[src/rtl/core/sme_pkg.sv]
`default_nettype none

package sme_pkg;

  localparam int ACT_W         = 8;
  localparam int DATA_W        = 32;
  localparam int PC_W          = 13;
  localparam int ST_W          = 3;

  localparam int STACK_DEPTH   = 64;
  localparam int STK_AW        = $clog2(STACK_DEPTH);
  localparam int CNT_W         = STK_AW + 1;

  localparam int VAR_COUNT     = 256;
  localparam int VAR_AW        = (VAR_COUNT > 1) ? $clog2(VAR_COUNT) : 1;

  localparam int PROGRAM_DEPTH = 4096;

  localparam logic [ACT_W-1:0] OP_PUSH    = 8'h01;
  localparam logic [ACT_W-1:0] OP_LOAD    = 8'h02;
  localparam logic [ACT_W-1:0] OP_STORE   = 8'h03;
  localparam logic [ACT_W-1:0] OP_ADD     = 8'h04;
  localparam logic [ACT_W-1:0] OP_LESS    = 8'h05;
  localparam logic [ACT_W-1:0] OP_JUMP_IF = 8'h06;
  localparam logic [ACT_W-1:0] OP_PRINT   = 8'h07;
  localparam logic [ACT_W-1:0] OP_JUMP    = 8'h08;
  localparam logic [ACT_W-1:0] OP_HALT    = 8'hFF;

  localparam logic [ST_W-1:0] ST_OK         = 3'd0;
  localparam logic [ST_W-1:0] ST_UNDERFLOW  = 3'd1;
  localparam logic [ST_W-1:0] ST_OVERFLOW   = 3'd2;
  localparam logic [ST_W-1:0] ST_BAD_INDEX  = 3'd3;
  localparam logic [ST_W-1:0] ST_BAD_OPCODE = 3'd4;
  localparam logic [ST_W-1:0] ST_BAD_JUMP   = 3'd5;

  typedef struct packed {
    logic [PC_W-1:0]   pc;
    logic [CNT_W-1:0]  cnt;
    logic [DATA_W-1:0] top;
    logic              halt;
  } state_t;

  typedef struct packed {
    logic [PC_W-1:0]   next_pc;
    logic              print_valid;
    logic [DATA_W-1:0] print_value;
    logic              halted;
    logic              ran_off_end;
    logic [ST_W-1:0]   status;
  } result_t;

  typedef struct packed {
    logic              en;
    logic [STK_AW-1:0] addr;
    logic [DATA_W-1:0] data;
  } stk_wr_t;

  typedef struct packed {
    logic              en;
    logic [VAR_AW-1:0] addr;
    logic [DATA_W-1:0] data;
  } var_wr_t;

endpackage

`default_nettype wire

[src/rtl/core/sme_exec.sv]
`default_nettype none

module sme_exec (
  input  var sme_pkg::state_t                st,
  input  var logic [sme_pkg::ACT_W-1:0]      action,
  input  var logic [sme_pkg::DATA_W-1:0]     opnd,
  input  var logic [sme_pkg::DATA_W-1:0]     stk_nos,
  input  var logic [sme_pkg::DATA_W-1:0]     var_val,
  input  var logic [sme_pkg::PC_W-1:0]       len,
  output sme_pkg::state_t                    st_nxt,
  output sme_pkg::result_t                   res,
  output sme_pkg::stk_wr_t                   stk_wr,
  output sme_pkg::var_wr_t                   var_wr
);

  logic                         run;
  logic [sme_pkg::PC_W-1:0]     npc;
  logic [sme_pkg::ST_W-1:0]     status;
  logic [sme_pkg::CNT_W-1:0]    cnt_p1;
  logic [sme_pkg::CNT_W-1:0]    cnt_m1;
  logic [sme_pkg::CNT_W-1:0]    cnt_m2;
  logic                         full;
  logic                         index_ok;
  logic                         target_ok;
  logic [sme_pkg::DATA_W-1:0]   sum;
  logic                         less;

  assign run       = !st.halt && (st.pc < len);
  assign cnt_p1    = st.cnt + sme_pkg::CNT_W'(1);
  assign cnt_m1    = st.cnt - sme_pkg::CNT_W'(1);
  assign cnt_m2    = st.cnt - sme_pkg::CNT_W'(2);
  assign full      = st.cnt >= sme_pkg::CNT_W'(sme_pkg::STACK_DEPTH);
  assign index_ok  = opnd < sme_pkg::DATA_W'(sme_pkg::VAR_COUNT);
  assign target_ok = opnd <= sme_pkg::DATA_W'(len);
  assign sum       = stk_nos + st.top;
  assign less      = $signed(stk_nos) < $signed(st.top);

  always_comb begin
    st_nxt = st;
    npc    = st.pc;
    status = sme_pkg::ST_OK;
    res    = '0;
    stk_wr = '0;
    var_wr = '0;
    if (run) begin
      npc = st.pc + sme_pkg::PC_W'(1);
      case (action)
        sme_pkg::OP_PUSH: begin
          if (full) begin
            status = sme_pkg::ST_OVERFLOW;
          end else begin
            st_nxt.top  = opnd;
            st_nxt.cnt  = cnt_p1;
            stk_wr.en   = 1'b1;
            stk_wr.addr = st.cnt[sme_pkg::STK_AW-1:0];
            stk_wr.data = opnd;
          end
        end
        sme_pkg::OP_LOAD: begin
          if (!index_ok) begin
            status = sme_pkg::ST_BAD_INDEX;
          end else if (full) begin
            status = sme_pkg::ST_OVERFLOW;
          end else begin
            st_nxt.top  = var_val;
            st_nxt.cnt  = cnt_p1;
            stk_wr.en   = 1'b1;
            stk_wr.addr = st.cnt[sme_pkg::STK_AW-1:0];
            stk_wr.data = var_val;
          end
        end
        sme_pkg::OP_STORE: begin
          if (st.cnt != '0) begin
            if (!index_ok) begin
              status = sme_pkg::ST_BAD_INDEX;
            end else begin
              var_wr.en   = 1'b1;
              var_wr.addr = opnd[sme_pkg::VAR_AW-1:0];
              var_wr.data = st.top;
              st_nxt.top  = stk_nos;
              st_nxt.cnt  = cnt_m1;
            end
          end
        end
        sme_pkg::OP_ADD, sme_pkg::OP_LESS: begin
          if (st.cnt < sme_pkg::CNT_W'(2)) begin
            status = sme_pkg::ST_UNDERFLOW;
          end else begin
            st_nxt.top  = (action == sme_pkg::OP_ADD) ? sum
                                                      : sme_pkg::DATA_W'(less);
            st_nxt.cnt  = cnt_m1;
            stk_wr.en   = 1'b1;
            stk_wr.addr = cnt_m2[sme_pkg::STK_AW-1:0];
            stk_wr.data = st_nxt.top;
          end
        end
        sme_pkg::OP_JUMP_IF: begin
          if (st.cnt == '0) begin
            status = sme_pkg::ST_UNDERFLOW;
          end else if (st.top != '0) begin
            if (!target_ok) begin
              status = sme_pkg::ST_BAD_JUMP;
            end else begin
              st_nxt.top = stk_nos;
              st_nxt.cnt = cnt_m1;
              npc        = opnd[sme_pkg::PC_W-1:0];
            end
          end else begin
            st_nxt.top = stk_nos;
            st_nxt.cnt = cnt_m1;
          end
        end
        sme_pkg::OP_JUMP: begin
          if (!target_ok) begin
            status = sme_pkg::ST_BAD_JUMP;
          end else begin
            npc = opnd[sme_pkg::PC_W-1:0];
          end
        end
        sme_pkg::OP_PRINT: begin
          if (st.cnt == '0) begin
            status = sme_pkg::ST_UNDERFLOW;
          end else begin
            res.print_valid = 1'b1;
            res.print_value = st.top;
            st_nxt.top      = stk_nos;
            st_nxt.cnt      = cnt_m1;
          end
        end
        sme_pkg::OP_HALT: begin
          st_nxt.halt = 1'b1;
          npc         = st.pc;
        end
        default: begin
          status = sme_pkg::ST_BAD_OPCODE;
        end
      endcase
    end
    st_nxt.pc       = npc;
    res.next_pc     = npc;
    res.halted      = st_nxt.halt;
    res.ran_off_end = npc >= len;
    res.status      = status;
  end

endmodule

`default_nettype wire
[config.mk]
export PLATFORM = sky130hd
export DESIGN_NAME = sme_exec
export DESIGN_NICKNAME = d
export VERILOG_FILES = /design/src/rtl/core/sme_pkg.sv /design/src/rtl/core/sme_exec.sv
export SDC_FILE = /design/constraint.sdc
export NUM_CORES = 1
export LEC_CHECK = 0
export BUFFER_PORTS_ARGS = -buffer_cell sky130_fd_sc_hd__buf_4
export CAP_MARGIN = 30
export CORE_AREA = 2 2 138 140
export DETAILED_ROUTE_END_ITERATION = 6
export DIE_AREA = 0 0 140 142
export PLACE_DENSITY_LB_ADDON = 0.05
export SYNTH_ARGS = -nofsm -noshare
export SYNTH_HDL_FRONTEND = slang
export SYNTH_SLANG_ARGS = --single-unit
export TNS_END_PERCENT = 100
[constraint.sdc]
create_clock -name vclk -period 4.4
set_input_delay 0.22 -clock vclk [all_inputs]
set_output_delay 0.22 -clock vclk [all_outputs]
set_load 0.05 [all_outputs]
==> results of run 1 <==
## layout make-up
class | instances | share of cell area (%)
well taps | 234 | 2.84
repair buffers | 460 | 33.9
multi-input cells | 870 | 59.7
inverters | 94 | 3.50
## layer usage
layer  track usage [%]  vias to the layer above  part of all wire, %
li1                  -                     4658                    -
met1              40.0                     4580                   41
met2              56.8                      494                   48
met3              4.04                       66                  7.9
met4              7.39                        0                  2.8
met5                 0                        -                    0
## critical path: cells and delay by family
kind            cells  cell delay (ns)
compound gates      2             0.20
fa+ha+maj           1             0.12
buf+inv            22             2.64
simple gates        5             1.04
## cells by family after synthesis
family                   after synthesis  synth area share (%)
AO/OA/AOI/OAI                        335                  33.8
XOR/XNOR                              25                  3.26
AND/OR/NAND/NOR                      397                  31.0
multiplexers                           3                 0.466
buffers and inverters                175                  10.9
adder cells (fa/ha/maj)              110                  20.6
## path summary, 6_finish.rpt
check / depth (start not counted) / slack, ns / startpoint / to
setup / recovery: 30 / -0.05 / st[33] / res[2]
hold / removal: 3 / 0.83 / st[11] / st_nxt[11]
## what timing repair did
item | CTS | global route
hold buffers | 0 | 0
resized for setup | 18 | 16
endpoints found under the setup margin | 1 | 4
pin swaps | 15 | 11
setup buffers | 35 | 4
gates cloned | 0 | 0
## through the flow
stage | setup WS [ns] | power, uW | util (%) | hold WS, ns | area, um^2
floorplan | 0.00954 | 570 | - | 0.656 | 6760
global placement | -0.191 | 939 | 53.6 | 0.832 | 9890
detailed placement | -0.292 | 940 | 53.6 | 0.833 | 9890
CTS | -0.0326 | 966 | 55.4 | 0.833 | 10200
global route | -0.129 | 1060 | 55.8 | 0.842 | 10300
finish | -0.0549 | 984 | 55.8 | 0.833 | 10300
## synthesized netlist by cell type, types with 6 or more instances
cell / number / share of area, %
nand4_1: 13 / 1.2
or2_2: 7 / 0.65
nor4_1: 84 / 7.8
nand2_1: 71 / 4.0
and2_1: 10 / 0.93
buf_2: 8 / 0.60
nand3_1: 13 / 0.97
o211ai_1: 6 / 0.67
a21oi_1: 101 / 7.5
xnor2_1: 22 / 2.9
a22oi_1: 10 / 1.1
inv_1: 93 / 5.2
a222oi_1: 20 / 3.0
nand2b_1: 10 / 0.93
nor2b_1: 17 / 1.6
a211oi_1: 6 / 0.67
clkbuf_1: 54 / 3.0
a32oi_1: 13 / 1.7
o21a_1: 6 / 0.67
a221oi_1: 11 / 1.4
nor3_1: 24 / 1.8
a21o_1: 32 / 3.6
buf_4: 14 / 1.6
o31ai_1: 9 / 1.0
and3_1: 15 / 1.4
o21ai_1: 7 / 0.52
ha_1: 109 / 20
o21ai_0: 58 / 4.3
nor2_1: 103 / 5.8
a31oi_1: 8 / 0.75
o21bai_1: 11 / 1.2
## where the power goes
group	leakage (uW)	internal, uW	switching (uW)	total (uW)
sequential	0	0	0	0
combinational	0.00501	394	590	984
clock	0	0	0	0
total	0.00501	394	590	984
==> flow_summary.yaml, run 1 <==
route:
  via_per_inst: 5.91
  drt-initial-drc-count: 753
  route.detailed.drc: 20
  wl_um: 33600
  ant_nets: 0
  dr.pass1.iters: 7
  wl_per_cell_um: 20.3
  num_vias: 9798
critical_path:
  end_kind: "primary output"
  cp-start-kind: "primary input"
  critPathMostFrequentCell: "buf_4"
  cp_max_fo: 2
  cp.arrival_ns: 4.23
  critPathSlowestCell: "or3b_4"
  required_ns: 4.18
  critPathMaxStageDelay_ns: 0.37
  criticalPathCategory: "primary input to primary output"
finish:
  drive_gt1_share_pct: 36.5
  nFlopsAndLatches: 0
  clock_buffers: 0
  seq_area_um2: 0
  stdcell_count: 1658
  final_common_cell: "buf_4"
  nets: 1706
  num-fill-cells: 1852
  area_delta_synth_final_pct: 53.5
  n_antenna_cell: 0
  multi_input_area_um2: 6150
  layout_common_cells: "452 x buf_4, 108 x ha_1, 101 x nor2_1"
grt:
  overflow: 0
  grt_pass1_wl_um: 50900
  antenna_found_initial: 0
  grt_max_degree: 52
  grtUsageTotal_pct: 31.5
  grt_pass1_vias: 9292
yosys:
  syn_inst: 1045
  ys_warn_count: 0
  synth-seq-area-share_pct: 0
  synth_cell_types: 79
  syn_area_um2: 6710
  synth_fp_nets: 1325
  avgSynthCellArea_um2: 6.42
power:
  p_per_area_nw_per_um2: 95.5
  power_leakage_uw: 0.00501
  irDropWorstVdd_mv: 0.0387
timing:
  rsz0062_at_grt: "true"
  worst_slew_pin_slew_ns: 1.03
  fin_crit_ns: 4.45
  setup_viol: 1
  slew_headroom_pct: 30.4
  tns_ns: -0.0549
  min_period_over_period_pct: 101
  layout_setup_ws_ns: -0.0549
  timing.fmax_ghz: 0.224
  hold_viol: 0
  slew_violations: 0
floorplanning:
  ios: 354
  die_w_um: 140
  die_h_um: 142
  coreArea_um2: 18500
  start_util_pct: 36.4
  dieArea_um2: 19900
  rows: 50
outcome:
  outcome: "finished, violations left"
  violations: "DRC, setup timing"
place:
  gp_congestion: 0.919
  dp.cells: 1621
  dp_hpwl_um: 26700
  port_buffers: 354
run:
  drv_cap: 0
hold_path:
  hold_path.class: "primary input to primary output"
(Power assumes the default switching activity.)
==> inputs of run 2 (changes only) <==
--- a/config.mk
+++ b/config.mk
@@ -10,6 +10,7 @@
 export CORE_AREA = 2 2 138 140
 export DETAILED_ROUTE_END_ITERATION = 6
 export DIE_AREA = 0 0 140 142
+export GPL_TIMING_DRIVEN = 0
 export PLACE_DENSITY_LB_ADDON = 0.05
 export SYNTH_ARGS = -nofsm -noshare
 export SYNTH_HDL_FRONTEND = slang
==> flow_summary.yaml, run 2 (synthesis gave the netlist of run 1 again) <==
outcome:
  outcome: "finished, violations left"
  violations: "DRC, setup timing"
route:
  met1_length_um: 14700
  wl_per_cell_um: 21.7
  ant_nets: 0
  wl_um: 36500
  via_per_inst: 5.95
  top_layer: "met4"
  dr.pass1.iters: 7
  route.detailed.drc: 20
  drt-initial-drc-count: 975
  wl_met2_um: 17600
  wl_met3_um: 3100
  num_vias: 10000
critical_path:
  cp-start-kind: "primary input"
  end_kind: "primary output"
  critPathMaxStageDelay_ns: 0.37
  required_ns: 4.18
  worst-path-buf-inv: 23
  critPathSlowestCell: "or3b_4"
  cp_max_fo: 2
  cp_top_family: "buffers and inverters"
  criticalPathCategory: "primary input to primary output"
  critPathMostFrequentCell: "buf_4"
  cp.arrival_ns: 4.33
floorplanning:
  ios: 354
  coreArea_um2: 18500
  rows: 50
  start_util_pct: 36.4
  dieArea_um2: 19900
  die_h_um: 142
  die_w_um: 140
finish:
  nets: 1729
  n_antenna_cell: 0
  area_delta_synth_final_pct: 53.7
  final_common_cell: "buf_4"
  fin_util_pct: 55.9
  seq_area_um2: 0
  layout_common_cells: "409 x buf_4, 105 x ha_1, 100 x nor2_1"
  clock_buffers: 0
  num-fill-cells: 1911
  nFlopsAndLatches: 0
  fin_area_um2: 10300
  drive_gt1_share_pct: 34.6
timing:
  hold_viol: 0
  setup_viol: 2
  timing.fmax_ghz: 0.220
  layout_setup_ws_ns: -0.150
  fin_crit_ns: 4.55
  min_period_over_period_pct: 103
  worst_slew_pin_slew_ns: 0.958
  rsz0062_at_grt: "true"
  holdWs_ns: 0.824
  tns_ns: -0.249
  slew_headroom_pct: 35.6
  slew_violations: 0
power:
  irDropWorstVdd_mv: 0.0483
  power_leakage_uw: 0.00492
  p_per_area_nw_per_um2: 96.3
hold_path:
  hold_path.class: "primary input to primary output"
grt:
  grtUsageTotal_pct: 34.1
  overflow: 0
  antenna_found_initial: 1
  grt_pass1_wl_um: 53900
  grt_pass1_vias: 9581
  grt_max_degree: 11
place:
  dp_hpwl_um: 29500
  place_area_um2: 9680
  port_buffers: 349
  gp_congestion: 0.955
run:
  drv_cap: 0
clock_tree:
  holdBufCountCts: 0
==> run 2: cell types whose count changed in the layout (fill, tap and decap cells not counted), sizes merged <==
cell | before | now
clkbuf | 0 | 52
buf | 460 | 431
inv | 94 | 93
clkinv | 0 | 1
==> run 2: through the flow <==
stage | setup slack [ns] | instances | total power (uW)
2_1_floorplan | 0.00954 | 1045 | 570
3_3_place_gp | -0.896 | 1628 | 924
3_5_place_dp | -0.850 | 1630 | 929
4_1_cts | -0.128 | 1675 | 963
5_1_grt | -0.270 | 1681 | 1060
6_report | -0.150 | 1681 | 994
==> run 2: power by group <==
part | leakage, uW | internal (uW) | switching (uW) | total [uW]
Sequential | 0 | 0 | 0 | 0
Combinational | 0.00492 | 389 | 605 | 994
Clock | 0 | 0 | 0 | 0
==> run 2: final cells by class <==
cell class,count,area (um^2),area share [%]
Timing Repair Buffer,403,3060,29.6
Inverter,94,375,3.64
Buffer,80,380,3.68
Multi-Input combinational cell,870,6210,60.2
Tap cell,234,293,2.84
==> run 2: per-layer routing <==
metal / track usage, % / vias to the layer above
met4: 11.6 / 0
met1: 42.7 / 4673
li1: - / 4694
met2: 59.9 / 550
met5: 0 / -
met3: 5.05 / 90
==> run 2: worst paths after layout <==
| check | start | endpoint | slack, ns | cells past startpoint |
|---|---|---|---|---|
| setup / recovery | st[33] | res[2] | -0.15 | 31 |
| hold / removal | st[36] | st_nxt[36] | 0.82 | 3 |
==> run 2: timing repair <==
action                     in CTS  in global routing
pin swaps                      17                 21
resized for setup              39                 34
setup buffers                  45                  7
setup endpoints to repair       1                  4
==> inputs of run 3 (changes only) <==
--- a/config.mk
+++ b/config.mk
@@ -6,12 +6,13 @@
 export NUM_CORES = 1
 export LEC_CHECK = 0
 export BUFFER_PORTS_ARGS = -buffer_cell sky130_fd_sc_hd__buf_4
-export CAP_MARGIN = 30
+export CAP_MARGIN = 20
 export CORE_AREA = 2 2 138 140
 export DETAILED_ROUTE_END_ITERATION = 6
 export DIE_AREA = 0 0 140 142
 export GPL_TIMING_DRIVEN = 0
 export PLACE_DENSITY_LB_ADDON = 0.05
+export REMOVE_ABC_BUFFERS = 1
 export SYNTH_ARGS = -nofsm -noshare
 export SYNTH_HDL_FRONTEND = slang
 export SYNTH_SLANG_ARGS = --single-unit
==> flow_summary.yaml, run 3 (synthesis gave the netlist of run 1 again) <==
timing:
  slew_violations: 0
  hold_viol: 0
  rsz0062_at_grt: "true"
  timing.fmax_ghz: 0.220
  setup_viol: 2
  holdWs_ns: 0.829
  worst_slew_pin_slew_ns: 0.986
  min_period_over_period_pct: 103
  slew_headroom_pct: 34.0
  fin_crit_ns: 4.55
  tns_ns: -0.244
  layout_setup_ws_ns: -0.149
critical_path:
  cp_max_fo: 3
  critPathMaxStageDelay_ns: 0.37
  required_ns: 4.18
  critPathSlowestCell: "or3b_4"
  cp.arrival_ns: 4.33
  end_kind: "primary output"
  critPathMostFrequentCell: "buf_6"
  criticalPathCategory: "primary input to primary output"
  cp-start-kind: "primary input"
finish:
  final_common_cell: "buf_4"
  nFlopsAndLatches: 0
  n_antenna_cell: 0
  area_delta_synth_final_pct: 53.1
  multi_input_area_um2: 6210
  nets: 1667
  num-fill-cells: 1834
  seq_area_um2: 0
  clock_buffers: 0
  drive_gt1_share_pct: 35.3
  layout_common_cells: "391 x buf_4, 108 x ha_1, 100 x nor2_1"
  stdcell_count: 1619
outcome:
  violations: "DRC, setup timing"
  outcome: "finished, violations left"
grt:
  overflow: 0
  grtUsageTotal_pct: 30.6
  grt_pass1_vias: 9007
  antenna_found_initial: 1
  grt_pass1_wl_um: 49600
  grt_max_degree: 43
power:
  power_leakage_uw: 0.00490
  p_per_area_nw_per_um2: 93.7
  p_total_uw: 963
  irDropWorstVdd_mv: 0.0427
route:
  wl_per_cell_um: 20.4
  via_per_inst: 5.93
  num_vias: 9605
  drt-initial-drc-count: 630
  route.detailed.drc: 18
  wl_um: 33000
  ant_nets: 0
  dr.pass1.iters: 7
floorplanning:
  die_h_um: 142
  start_util_pct: 36.4
  dieArea_um2: 19900
  rows: 50
  ios: 354
  die_w_um: 140
  coreArea_um2: 18500
run:
  drv_cap: 0
hold_path:
  hold_path.class: "primary input to primary output"
place:
  dp_hpwl_um: 25600
  dp.cells: 1568
  port_buffers: 354
  gp_congestion: 0.917
[run 3: cell count changes in the layout (fill, tap and decap cells not counted), moves of 4 or more]
cell	before	now
buf_16	0	5
o21ai_2	7	3
clkbuf_1	50	0
buf_4	409	391
o21ai_1	13	9
buf_6	5	17
o21ai_0	44	52
buf_2	12	0
[run 3: critical path: cells and delay by family]
kind,cells,cell delay [ns]
AOI/OAI and AO/OA,2,0.22
adders and majority gates,1,0.12
buffers and inverters,24,2.73
and+or+nand+nor,5,1.02
[run 3: path summary, 6_finish.rpt]
kind	slack, ns	depth (start not counted)	to	startpoint
min	0.83	3	st_nxt[25]	st[25]
max	-0.15	32	res[2]	st[34]
[run 3: where the power goes]
group	leakage [uW]	internal [uW]	total [uW]	switching, uW
logic	0.00490	380	963	583
clock network	0	0	0	0
registers	0	0	0	0
[run 3: area by class of cell]
cell class	instances	area share, %
multi-input combinational	870	60.4
timing repair buffer	421	33.2
inverter	94	3.60
tap	234	2.85
[run 3: stage by stage]
step                utilization (%)  setup WS [ns]  area, um^2
global route                   55.7         -0.227       10300
finish                         55.7         -0.149       10300
global placement               50.3          -9.06        9280
detailed placement             52.2          -1.23        9630
CTS                            55.0         -0.169       10100
floorplan                         -          -6.70        6330
[run 3: repair_timing]
action	CTS	global route
resized for setup	44	27
hold buffers	0	0
setup endpoints to repair	1	4
pin swaps	17	15
setup buffers	48	7
[run 3: layer usage]
metal / share of wire, % / wire (um) / vias up / GRT usage (%)
met5: 0 / 0 / - / 0
met1: 42 / 13900 / 4551 / 39.8
met4: 1.8 / 588 / 0 / 4.78
li1: - / - / 4581 / -
met2: 49 / 16200 / 424 / 55.7
met3: 6.9 / 2270 / 49 / 3.36
